### src/rtl/pomb_pkg.sv
// Package for the pixel opacity mass and bound block.
// Holds field widths, fixed-point constants, status codes, controller states
// and the command and status structs between controller and datapath.
package pomb_pkg;

    localparam int FRAC_BITS = 16;
    localparam int ALPHA_W   = 18;
    localparam int TRANS_W   = FRAC_BITS + 1;
    localparam int CB_W      = 32;
    localparam int ECHO_W    = 31;
    localparam int STATUS_W  = 2;

    localparam logic [TRANS_W-1:0] ONE_FX = TRANS_W'(1) << FRAC_BITS;

    typedef enum logic [STATUS_W-1:0] {
        ST_OK        = 2'd0,
        ST_COLOR_NEG = 2'd1,
        ST_BAD_ALPHA = 2'd2
    } t_status;

    typedef enum logic [1:0] {
        S_IDLE,
        S_MUL,
        S_SUM,
        S_OUT
    } t_state;

    // Commands from the controller to the datapath.
    typedef struct packed {
        logic load;
        logic mul;
        logic sum;
        logic out_load;
    } t_ctl_cmd;

    // Status from the datapath to the controller.
    typedef struct packed {
        logic is_last;
    } t_dp_stat;

endpackage

### src/rtl/pomb_in_if.sv
// Input channel of the pixel opacity mass and bound block.
// Valid/ready handshake with the per-item payload; depends on pomb_pkg.
interface pomb_in_if;
    import pomb_pkg::*;

    logic                      valid;
    logic                      ready;
    logic signed [ALPHA_W-1:0] alpha;
    logic                      has_alpha;
    logic                      side;
    logic                      is_last;
    logic signed [CB_W-1:0]    color_bound;

    modport source (output valid, alpha, has_alpha, side, is_last, color_bound,
                    input ready);
    modport sink   (input valid, alpha, has_alpha, side, is_last, color_bound,
                    output ready);
endinterface

### src/rtl/pomb_out_if.sv
// Result channel of the pixel opacity mass and bound block.
// Valid/ready handshake with the per-pixel result payload; depends on pomb_pkg.
interface pomb_out_if;
    import pomb_pkg::*;

    logic                valid;
    logic                ready;
    logic [STATUS_W-1:0] status;
    logic [TRANS_W-1:0]  before_mass;
    logic [TRANS_W-1:0]  after_mass;
    logic [TRANS_W-1:0]  termination_bound;
    logic [ECHO_W-1:0]   color_bound_echo;
    logic [ECHO_W-1:0]   rgb_bound;

    modport source (output valid, status, before_mass, after_mass, termination_bound,
                    color_bound_echo, rgb_bound, input ready);
    modport sink   (input valid, status, before_mass, after_mass, termination_bound,
                    color_bound_echo, rgb_bound, output ready);
endinterface

### src/rtl/pomb_ctrl.sv
// Controller state machine of the pixel opacity mass and bound block.
// Sequences load, multiply, sum and result load; owns the result valid flag.
// Depends on pomb_pkg.
module pomb_ctrl (
    input  logic              i_clk,
    input  logic              i_rst_n,
    input  logic              i_in_valid,
    output logic              o_in_ready,
    output logic              o_out_valid,
    input  logic              i_out_ready,
    input  pomb_pkg::t_dp_stat i_stat,
    output pomb_pkg::t_ctl_cmd o_cmd
);
    import pomb_pkg::*;

    t_state r_state;
    t_state n_state;
    logic   r_out_valid;
    logic   n_out_valid;
    logic   out_free;

    assign out_free = !r_out_valid || i_out_ready;

    always_ff @(posedge i_clk) begin
        if (!i_rst_n) begin
            r_state     <= S_IDLE;
            r_out_valid <= 1'b0;
        end else begin
            r_state     <= n_state;
            r_out_valid <= n_out_valid;
        end
    end

    always_comb begin
        n_state = r_state;
        unique case (r_state)
            S_IDLE: if (i_in_valid) begin
                n_state = S_MUL;
            end
            S_MUL: begin
                n_state = i_stat.is_last ? S_SUM : S_IDLE;
            end
            S_SUM: begin
                n_state = S_OUT;
            end
            S_OUT: if (out_free) begin
                n_state = S_IDLE;
            end
            default: n_state = S_IDLE;
        endcase
    end

    always_comb begin
        o_cmd          = '0;
        o_cmd.load     = (r_state == S_IDLE) && i_in_valid;
        o_cmd.mul      = (r_state == S_MUL);
        o_cmd.sum      = (r_state == S_SUM);
        o_cmd.out_load = (r_state == S_OUT) && out_free;
        o_in_ready     = (r_state == S_IDLE);
        // A new result takes the register; otherwise a transfer empties it.
        if (o_cmd.out_load) begin
            n_out_valid = 1'b1;
        end else if (i_out_ready) begin
            n_out_valid = 1'b0;
        end else begin
            n_out_valid = r_out_valid;
        end
    end

    assign o_out_valid = r_out_valid;

    a_valid_from_out: assert property (@(posedge i_clk) disable iff (!i_rst_n)
        $rose(r_out_valid) |-> $past(r_state == S_OUT))
        else $error("result valid rose outside the result load state");

    a_sum_after_mul: assert property (@(posedge i_clk) disable iff (!i_rst_n)
        (r_state == S_SUM) |-> $past(r_state == S_MUL))
        else $error("sum state entered without a multiply step");

    a_hold_on_stall: assert property (@(posedge i_clk) disable iff (!i_rst_n)
        (r_state == S_OUT && r_out_valid && !i_out_ready) |=> (r_state == S_OUT))
        else $error("pending result overwritten while stalled");
endmodule

### src/rtl/pomb_dp.sv
// Datapath of the pixel opacity mass and bound block.
// Item register, the transmittance product shared by both sides, mass and bound, and the
// result register. Depends on pomb_pkg.
module pomb_dp (
    input  logic                              i_clk,
    input  logic                              i_rst_n,
    input  pomb_pkg::t_ctl_cmd                i_cmd,
    output pomb_pkg::t_dp_stat                o_stat,
    input  logic signed [pomb_pkg::ALPHA_W-1:0] i_alpha,
    input  logic                              i_has_alpha,
    input  logic                              i_side,
    input  logic                              i_is_last,
    input  logic signed [pomb_pkg::CB_W-1:0]  i_color_bound,
    output logic [pomb_pkg::STATUS_W-1:0]     o_status,
    output logic [pomb_pkg::TRANS_W-1:0]      o_before_mass,
    output logic [pomb_pkg::TRANS_W-1:0]      o_after_mass,
    output logic [pomb_pkg::TRANS_W-1:0]      o_termination_bound,
    output logic [pomb_pkg::ECHO_W-1:0]       o_color_bound_echo,
    output logic [pomb_pkg::ECHO_W-1:0]       o_rgb_bound
);
    import pomb_pkg::*;

    localparam int PROD_W = 2 * TRANS_W;
    localparam int RGB_W  = ECHO_W + TRANS_W;

    // Latched item.
    logic signed [ALPHA_W-1:0] r_alpha;
    logic                      r_has;
    logic                      r_side;
    logic                      r_last;
    logic signed [CB_W-1:0]    r_cb;

    // Per-pixel state.
    logic [TRANS_W-1:0] r_btrans;
    logic [TRANS_W-1:0] r_atrans;
    logic               r_bad;

    // Staged result ahead of the final multiply.
    t_status            r_st;
    logic [TRANS_W-1:0] r_bm;
    logic [TRANS_W-1:0] r_am;
    logic [TRANS_W-1:0] r_term;
    logic [ECHO_W-1:0]  r_echo;

    // Result register.
    t_status            r_o_st;
    logic [TRANS_W-1:0] r_o_bm;
    logic [TRANS_W-1:0] r_o_am;
    logic [TRANS_W-1:0] r_o_term;
    logic [ECHO_W-1:0]  r_o_echo;
    logic [ECHO_W-1:0]  r_o_rgb;

    logic               alpha_ok;
    logic [TRANS_W-1:0] keep;
    logic [TRANS_W-1:0] sel_trans;
    logic [PROD_W-1:0]  prod;
    logic [TRANS_W-1:0] n_trans;
    logic [TRANS_W-1:0] bm;
    logic [TRANS_W-1:0] am;
    logic [TRANS_W:0]   mass_sum;
    logic [TRANS_W-1:0] term;
    t_status            st;
    logic [RGB_W-1:0]   rgb_full;

    // An alpha is usable when it is not negative and not above one.
    assign alpha_ok  = !r_alpha[ALPHA_W-1] && (r_alpha[TRANS_W-1:0] <= ONE_FX);
    assign keep      = ONE_FX - r_alpha[TRANS_W-1:0];
    assign sel_trans = r_side ? r_atrans : r_btrans;
    assign prod      = {{TRANS_W{1'b0}}, sel_trans} * {{TRANS_W{1'b0}}, keep};
    assign n_trans   = prod[FRAC_BITS +: TRANS_W];

    assign bm       = ONE_FX - r_btrans;
    assign am       = ONE_FX - r_atrans;
    assign mass_sum = {1'b0, bm} + {1'b0, am};
    assign term     = (mass_sum > {1'b0, ONE_FX}) ? ONE_FX : mass_sum[TRANS_W-1:0];

    always_comb begin
        priority if (r_cb[CB_W-1]) begin
            st = ST_COLOR_NEG;
        end else if (r_bad) begin
            st = ST_BAD_ALPHA;
        end else begin
            st = ST_OK;
        end
    end

    assign rgb_full = {{TRANS_W{1'b0}}, r_echo} * {{ECHO_W{1'b0}}, r_term};

    always_ff @(posedge i_clk) begin
        if (i_cmd.load) begin
            r_alpha <= i_alpha;
            r_has   <= i_has_alpha;
            r_side  <= i_side;
            r_last  <= i_is_last;
            r_cb    <= i_color_bound;
        end
        if (i_cmd.sum) begin
            r_st   <= st;
            r_bm   <= (st == ST_OK) ? bm : '0;
            r_am   <= (st == ST_OK) ? am : '0;
            r_term <= (st == ST_OK) ? term : '0;
            r_echo <= (st == ST_OK) ? r_cb[ECHO_W-1:0] : '0;
        end
        if (i_cmd.out_load) begin
            r_o_st   <= r_st;
            r_o_bm   <= r_bm;
            r_o_am   <= r_am;
            r_o_term <= r_term;
            r_o_echo <= r_echo;
            r_o_rgb  <= rgb_full[FRAC_BITS +: ECHO_W];
        end
    end

    // Transmittance and the bad-alpha flag return to reset after every closing item.
    always_ff @(posedge i_clk) begin
        if (!i_rst_n || i_cmd.sum) begin
            r_btrans <= ONE_FX;
            r_atrans <= ONE_FX;
            r_bad    <= 1'b0;
        end else if (i_cmd.mul && r_has) begin
            if (!alpha_ok) begin
                r_bad <= 1'b1;
            end else if (r_side) begin
                r_atrans <= n_trans;
            end else begin
                r_btrans <= n_trans;
            end
        end
    end

    assign o_stat.is_last      = r_last;
    assign o_status            = r_o_st;
    assign o_before_mass       = r_o_bm;
    assign o_after_mass        = r_o_am;
    assign o_termination_bound = r_o_term;
    assign o_color_bound_echo  = r_o_echo;
    assign o_rgb_bound         = r_o_rgb;

    a_trans_bounded: assert property (@(posedge i_clk) disable iff (!i_rst_n)
        (r_btrans <= ONE_FX) && (r_atrans <= ONE_FX))
        else $error("transmittance above one");

    a_clear_after_sum: assert property (@(posedge i_clk) disable iff (!i_rst_n)
        i_cmd.sum |=> (r_btrans == ONE_FX) && (r_atrans == ONE_FX) && !r_bad)
        else $error("per-pixel state not cleared after closing item");
endmodule

### src/rtl/pixel_opacity_mass_bound.sv
// Pixel opacity mass and bound: top level joining controller and datapath.
// A closing item passes the multiply, sum and result-load states before its
// result is valid. A non-closing item passes the multiply state only; no new
// item is taken until the controller is back in idle. A closing item waits in
// result load while an earlier result is still stalled in the result register.
// Reset: synchronous active-low; clears transmittances to one, the bad-alpha flag, the state and the result valid flag.
module pixel_opacity_mass_bound (
    input  logic              i_clk,
    input  logic              i_rst_n,
    pomb_in_if.sink           i_px,
    pomb_out_if.source        o_res
);
    import pomb_pkg::*;

    t_ctl_cmd cmd;
    t_dp_stat stat;

    pomb_ctrl u_ctrl (
        .i_clk       (i_clk),
        .i_rst_n     (i_rst_n),
        .i_in_valid  (i_px.valid),
        .o_in_ready  (i_px.ready),
        .o_out_valid (o_res.valid),
        .i_out_ready (o_res.ready),
        .i_stat      (stat),
        .o_cmd       (cmd)
    );

    pomb_dp u_dp (
        .i_clk               (i_clk),
        .i_rst_n             (i_rst_n),
        .i_cmd               (cmd),
        .o_stat              (stat),
        .i_alpha             (i_px.alpha),
        .i_has_alpha         (i_px.has_alpha),
        .i_side              (i_px.side),
        .i_is_last           (i_px.is_last),
        .i_color_bound       (i_px.color_bound),
        .o_status            (o_res.status),
        .o_before_mass       (o_res.before_mass),
        .o_after_mass        (o_res.after_mass),
        .o_termination_bound (o_res.termination_bound),
        .o_color_bound_echo  (o_res.color_bound_echo),
        .o_rgb_bound         (o_res.rgb_bound)
    );
endmodule
### src/flat_wrapper.sv
// flat-port wrapper written by rule: the top's interface ports become plain ports
module pixel_opacity_mass_bound_flat import pomb_pkg::*;
  (i_clk, i_rst_n, i_px_valid, i_px_alpha, i_px_has_alpha, i_px_side, i_px_is_last, i_px_color_bound, i_px_ready, o_res_valid, o_res_status, o_res_before_mass, o_res_after_mass, o_res_termination_bound, o_res_color_bound_echo, o_res_rgb_bound, o_res_ready);
  pomb_in_if i_px_i ();
  pomb_out_if o_res_i ();
  input  logic i_clk;
  input  logic i_rst_n;
  input wire logic [$bits(i_px_i.valid)-1:0] i_px_valid;
  input wire logic [$bits(i_px_i.alpha)-1:0] i_px_alpha;
  input wire logic [$bits(i_px_i.has_alpha)-1:0] i_px_has_alpha;
  input wire logic [$bits(i_px_i.side)-1:0] i_px_side;
  input wire logic [$bits(i_px_i.is_last)-1:0] i_px_is_last;
  input wire logic [$bits(i_px_i.color_bound)-1:0] i_px_color_bound;
  output wire logic [$bits(i_px_i.ready)-1:0] i_px_ready;
  output wire logic [$bits(o_res_i.valid)-1:0] o_res_valid;
  output wire logic [$bits(o_res_i.status)-1:0] o_res_status;
  output wire logic [$bits(o_res_i.before_mass)-1:0] o_res_before_mass;
  output wire logic [$bits(o_res_i.after_mass)-1:0] o_res_after_mass;
  output wire logic [$bits(o_res_i.termination_bound)-1:0] o_res_termination_bound;
  output wire logic [$bits(o_res_i.color_bound_echo)-1:0] o_res_color_bound_echo;
  output wire logic [$bits(o_res_i.rgb_bound)-1:0] o_res_rgb_bound;
  input wire logic [$bits(o_res_i.ready)-1:0] o_res_ready;
  assign i_px_i.valid = i_px_valid;
  assign i_px_i.alpha = i_px_alpha;
  assign i_px_i.has_alpha = i_px_has_alpha;
  assign i_px_i.side = i_px_side;
  assign i_px_i.is_last = i_px_is_last;
  assign i_px_i.color_bound = i_px_color_bound;
  assign i_px_ready = i_px_i.ready;
  assign o_res_valid = o_res_i.valid;
  assign o_res_status = o_res_i.status;
  assign o_res_before_mass = o_res_i.before_mass;
  assign o_res_after_mass = o_res_i.after_mass;
  assign o_res_termination_bound = o_res_i.termination_bound;
  assign o_res_color_bound_echo = o_res_i.color_bound_echo;
  assign o_res_rgb_bound = o_res_i.rgb_bound;
  assign o_res_i.ready = o_res_ready;
  pixel_opacity_mass_bound u_core (.i_clk(i_clk), .i_rst_n(i_rst_n), .i_px(i_px_i), .o_res(o_res_i));
endmodule
### config.mk
export PLATFORM = sky130hd
export DESIGN_NAME = pixel_opacity_mass_bound_flat
export DESIGN_NICKNAME = d
export VERILOG_FILES = /design/src/rtl/pomb_pkg.sv /design/src/rtl/pomb_in_if.sv /design/src/rtl/pomb_out_if.sv /design/src/rtl/pomb_ctrl.sv /design/src/rtl/pomb_dp.sv /design/src/rtl/pixel_opacity_mass_bound.sv /design/src/flat_wrapper.sv
export SDC_FILE = /design/constraint.sdc
export NUM_CORES = 2
export LEC_CHECK = 0
export ABC_AREA = 1
export BUFFER_PORTS_ARGS = -buffer_cell sky130_fd_sc_hd__buf_2
export CAP_MARGIN = 20
export CELL_PAD_IN_SITES_DETAIL_PLACEMENT = 1
export CELL_PAD_IN_SITES_GLOBAL_PLACEMENT = 2
export CORE_ASPECT_RATIO = 1.75
export CORE_MARGIN = 2
export CORE_UTILIZATION = 40
export DETAILED_ROUTE_END_ITERATION = 8
export PLACE_DENSITY_LB_ADDON = 0.05
export SLEW_MARGIN = 40
export SYNTH_ARGS = -nofsm -noshare
export SYNTH_HDL_FRONTEND = slang
export SYNTH_HIERARCHICAL = 1
export SYNTH_SLANG_ARGS = --single-unit
### constraint.sdc
create_clock -name i_clk -period 8.35 [get_ports i_clk]
set_clock_uncertainty 0.05 [all_clocks]
set_input_delay 1.2525 -clock i_clk [delete_from_list [all_inputs] [get_ports i_clk]]
set_output_delay 1.2525 -clock i_clk [all_outputs]
set_load 0.1 [all_outputs]
* Word-level counts from Yosys, hierarchy flattened
Cells that the tools add are included.
** Word-level totals
- Bits in registers :: 290
- Input port bits :: 57
** Operators by class
- $add $sub $neg :: 4
- Multiply operators :: 2
- Magnitude comparators :: 2
- Equality and inequality tests :: 5
- Multiplexer cells :: 10
- Bitwise logic cells :: 3
- Reductions and logical operators :: 17
** Operators by type and width (number)
- 17-bit subtractor, first input constant :: 3
- 31-bit by 17-bit multiplier with 47-bit output :: 1
- 17-bit 2-to-1 mux :: 2
- 17-bit by 17-bit multiplier with 33-bit output :: 1
- 17-bit by 17-bit adder with 18-bit output :: 1
- 18-bit by 17-bit > comparator with 1-bit output, second input constant :: 1
- 17-bit less-or-equal comparator, second input constant :: 1
- 2-bit 2-to-1 mux :: 5
- 2-bit one-hot mux with 4 select lines :: 1
- 3-bit AND reduction :: 2
- 2-bit equality test, second input constant :: 2
- 1-bit logical AND :: 4
- 2-bit zero test :: 2
- 2-bit != test, second input constant :: 2
- 2-bit AND reduction :: 2
- 1-bit zero test :: 3
- 1-bit inverter :: 3
- 2-bit by 1-bit equality test with 1-bit output, second input constant :: 1
- 1-bit logical OR :: 2
- 1-bit 2-to-1 mux :: 2
- 2-bit nonzero test :: 1
- 2-bit OR reduction :: 1

* Depth between registers and ports, before layout
- Depth in word-level cells :: 5
- Gate-level depth with buffers :: 35
- Depth with buffers taken out :: 35

* Modules after synthesis
The synthesis kept the hierarchy.
** Modules (own cells, without submodules)
- pomb_dp :: instances 1, cells each 4523, area an instance 38157.8 sq um
- pomb_ctrl :: instances 1, cells each 27, area an instance 166.4 sq um

* Worst setup path after synthesis
No wires, ideal clock.
- Path type :: register -> register
- Start :: register u_core.u_dp.r_alpha[0]
- End :: register u_core.u_dp.r_atrans[9]
- Setup time :: 0.110 ns
- Data arrival time :: 6.356 ns
- Slack :: 1.833 ns
- Cell stages (with the launch flop) :: 30
- Period minus slack after synthesis :: 6.517 ns
- Cell sequence :: edfxtp_1 -> inv_1 -> ha_1 -> nand4_1 -> nor2_1 -> nand2_1 -> nor2_1 -> nand4_1 -> nor4_1 -> ha_1 -> clkbuf_1 -> inv_1 -> nor2_1 -> fa_1 -> fa_1 -> fa_1 -> fa_1 -> fa_1 -> inv_1 -> fa_1 -> inv_1 -> ha_1 -> nand2_1 -> nor2_1 -> nand4_1 -> or2_2 -> nand4_1 -> nand3_1 -> nand3_1 -> inv_1
** Between the ends
- Longest elaborated chain between the ends :: 3
** RTL lines
- from (decl) :: line pomb_dp.sv:27 : logic signed [ALPHA_W-1:0] r_alpha;
- from (signal assigned) :: line pomb_dp.sv:91 : r_alpha <= i_alpha;
- parallel branches: the longest is 3 deep, another holds 17-bit by 17-bit multiplier with 33-bit output
- to (signal assigned) :: line pomb_dp.sv:124 : r_atrans <= n_trans;
- to (decl) :: line pomb_dp.sv:35 : logic [TRANS_W-1:0] r_atrans;
Parallel ways; which one is timed is not known.
A chain may end at the register's enable or synchronous reset.

* Worst setup path in the final report
- Start :: register u_core.u_dp.r_alpha[0]
- End :: register u_core.u_dp.r_atrans[8]
Same word-level chain as after synthesis.

==> results.json <==
{
  "via_count": 29992,
  "whs_path_depth": 0,
  "tightestPinTransition_ns": 0.862,
  "yosysTopAreaCell": "fa_1",
  "yosysMostFrequentCell": "inv_1",
  "worstPathMaxFanout": 15,
  "powerDensity_nw_per_um2": 174,
  "p_leak_nw": 21.7,
  "fin_setup_tns_ns": 0,
  "cts_tree": "yes",
  "synthFlopType": "edfxtp_1",
  "p_int_mw": 3.84,
  "cts_buffers": 31,
  "maxCapViolCount": 0,
  "die_h_microns": 413,
  "cts_root_buf": "clkbuf_16",
  "syn-cell-area_sq_um": 38300,
  "ioPinCount": 174,
  "die_w_microns": 238,
  "drive_gt1_share_pct": 7.93,
  "clk_latency_ns": 0.67,
  "overflow": 0,
  "globalplace.congestion": 0.905,
  "slowest_delay_ns": 0.53,
  "yosysWarnings": 6,
  "wl_microns": 136000,
  "rr_worst_depth": 33,
  "cts-resized-gates": 0,
  "clk_pin_slew_ns": 0.07,
  "async_flop_share_pct": 0,
  "r2r_setup_slack_ns": 0.72,
  "rr_endpoint": "u_core/u_dp/r_atrans[8]",
  "power.share.clock_pct": 20.1,
  "firstDrtPassIters": 5,
  "antenna_found_initial": 2,
  "via_per_inst": 5.03,
  "hold_viol": 0,
  "coreArea_sq_um": 95300,
  "grt_usage_pct": 28.5,
  "power.switching_mw": 3.50,
  "holdBufCountCts": 0,
  "dieArea_sq_um": 98400,
  "place_ws_ns": 0.824,
  "swShare_pct": 47.7,
  "crit_type": "reg -> reg",
  "area_delta_synth_final_pct": 10.1,
  "synth_cell_type_count": 51,
  "grt_max_degree": 62,
  "crit_top_cell": "nand2_1",
  "power_frac_seq_pct": 24.2,
  "setup_violations": 0,
  "ys_ff_latch": 290,
  "syn_avg_cell_area_sq_um": 8.42,
  "post_cts_buffers": 0,
  "run_status": "finished, final reports clean",
  "wl_per_cell_microns": 22.9,
  "synth_edf_count": 252,
  "p_total_mw": 7.34,
  "grt_pass1_vias": 34150,
  "max_slew_margin_pct": 42.5,
  "synth.top_cell.area_share_pct": 34.1,
  "hp-class": "reg -> reg",
  "yosysSeqAreaShare_pct": 21.7,
  "ant_nets": 0,
  "layout.nets": 5665,
  "crit_slowest_cell": "fa_1",
  "place_hpwl_microns": 115000,
  "clock_path_buffers": 3,
  "synth.area.top_cells": "fa_1 34%, edfxtp_1 20%, inv_1 12%, nand2_1 11%, ha_1 7.8%",
  "synthCells": 4550,
  "port_buffers": 173,
  "hold_start": "u_core/u_dp/r_am[8]",
  "grt_pass1_wl_microns": 205000,
  "maxSlewViolCount": 0,
  "fin_crit_sh_pct": 91.4,
  "rows": 150,
  "htree_levels": 1,
  "clock_sinks": 290,
  "arrival_ns": 8.09,
  "worstPathRequired_ns": 8.81,
  "drc": 0,
  "fin_crit_ns": 7.63,
  "combPwrFrac_pct": 55.8,
  "timing.fmax_mhz": 131,
  "start_util_pct": 40.2,
  "drt_iter0_markers": 1157,
  "synth_common_cells": "1228 x inv_1, 1111 x nand2_1, 653 x fa_1",
  "fin_ws_ns": 0.719,
  "hold_end": "u_core/u_dp/o_after_mass[8]",
  "rsz0062_at_grt": "false",
  "endpoint_kind": "register",
  "ir_drop_mv": 0.148,
  "critPathLaunchType": "register",
  "reg2reg_from": "u_core/u_dp/r_alpha[0]",
  "synthesis.nets": 5499
}
-- through the flow --
stage	std cells	hold slack (ns)	util, %	area (sq um)
floorplan	4550	0.350	-	38300
global placement	5870	0.352	42.7	40800
detailed placement	5897	0.356	43.1	41100
CTS	5954	0.372	44.2	42200
global route	5957	0.378	44.3	42200
finish	5957	0.371	44.3	42200
-- cell usage in the layout, fill, tap and decap left out, drive strengths merged, types with 46 or more instances in the layout --
master and n:
a21oi 132, buf 281, edfxtp 252, fa 653, ha 239, inv 1239
nand2 1114, nand3 98, nor2 324, o21ai 89, xor2 46
-- worst max-delay path: cells and delay by family, from the launching register on --
| family | cells | cell delay, ns |
|---|---|---|
| DFF | 1 | 0.40 |
| adders and majority gates | 8 | 3.56 |
| AOI/OAI and AO/OA | 4 | 0.93 |
| and+or+nand+nor | 13 | 1.62 |
| buffers and inverters | 8 | 0.93 |
-- power by group through the flow --
stage / clock (mW) / combinational, mW / sequential, mW
floorplan: 0 / 2.48 / 1.85
global placement: 0 / 4.11 / 1.82
CTS: 1.53 / 4.18 / 1.77
global route: 1.57 / 4.51 / 1.78
detailed placement: 0 / 4.15 / 1.81
finish: 1.47 / 4.09 / 1.77
-- state kept, by name (all words and copies together) (netlist names), 18 cells and up, named ones only --
| register | count |
|---|---|
| u_core/u_dp/r_cb | 32 |
| u_core/u_dp/o_color_bound_echo | 31 |
| u_core/u_dp/o_rgb_bound | 31 |
| u_core/u_dp/r_echo | 31 |
| u_core/u_dp/r_alpha | 18 |
-- logic make-up after synthesis --
group / count (synthesis) / synth area share, %
AO/OA/AOI/OAI: 284 / 4.12
adder cells (fa/ha/maj): 892 / 41.9
flip-flops: 290 / 21.7
XOR/XNOR: 63 / 1.44
buffers and inverters: 1396 / 13.7
AND/OR/NAND/NOR: 1625 / 17.0
-- worst max path at each step --
stage / startpoint / endpoint / slack (ns) / cells after the start
after global routing: u_core/u_dp/r_alpha[0] / u_core/u_dp/r_btrans[16] / 0.18 / 31
after CTS: u_core/u_dp/r_alpha[0] / u_core/u_dp/r_atrans[8] / 0.73 / 33
after floorplan: u_core/u_dp/r_alpha[0] / u_core/u_dp/r_atrans[9] / 1.83 / 29
final: u_core/u_dp/r_alpha[0] / u_core/u_dp/r_atrans[8] / 0.72 / 33
after global placement: u_core/u_dp/r_alpha[0] / u_core/u_dp/r_atrans[8] / 0.97 / 33
after detailed placement: u_core/u_dp/r_alpha[0] / u_core/u_dp/r_atrans[8] / 0.82 / 33
-- final cells by class --
cell class              instances  area (sq um)
flip-flops and latches        290          8330
well taps                    1216          1520
multi-input cells            2864         24800
inverters                    1248          4680
clock buffers                  32           779
diodes                          1          2.50
clock inverters                25           273
fillers                     11466         53100
repair buffers                281          1830
-- layer usage --
layer  global-route usage (%)  part of all wire, %  vias up
met2                     57.7                   57      591
li1                         -                    -    13676
met1                     26.7                   32    15377
met4                     19.2                  7.9        0
met5                        0                    0        -
met3                     1.99                  2.5      348
(Power assumes the default switching activity.)
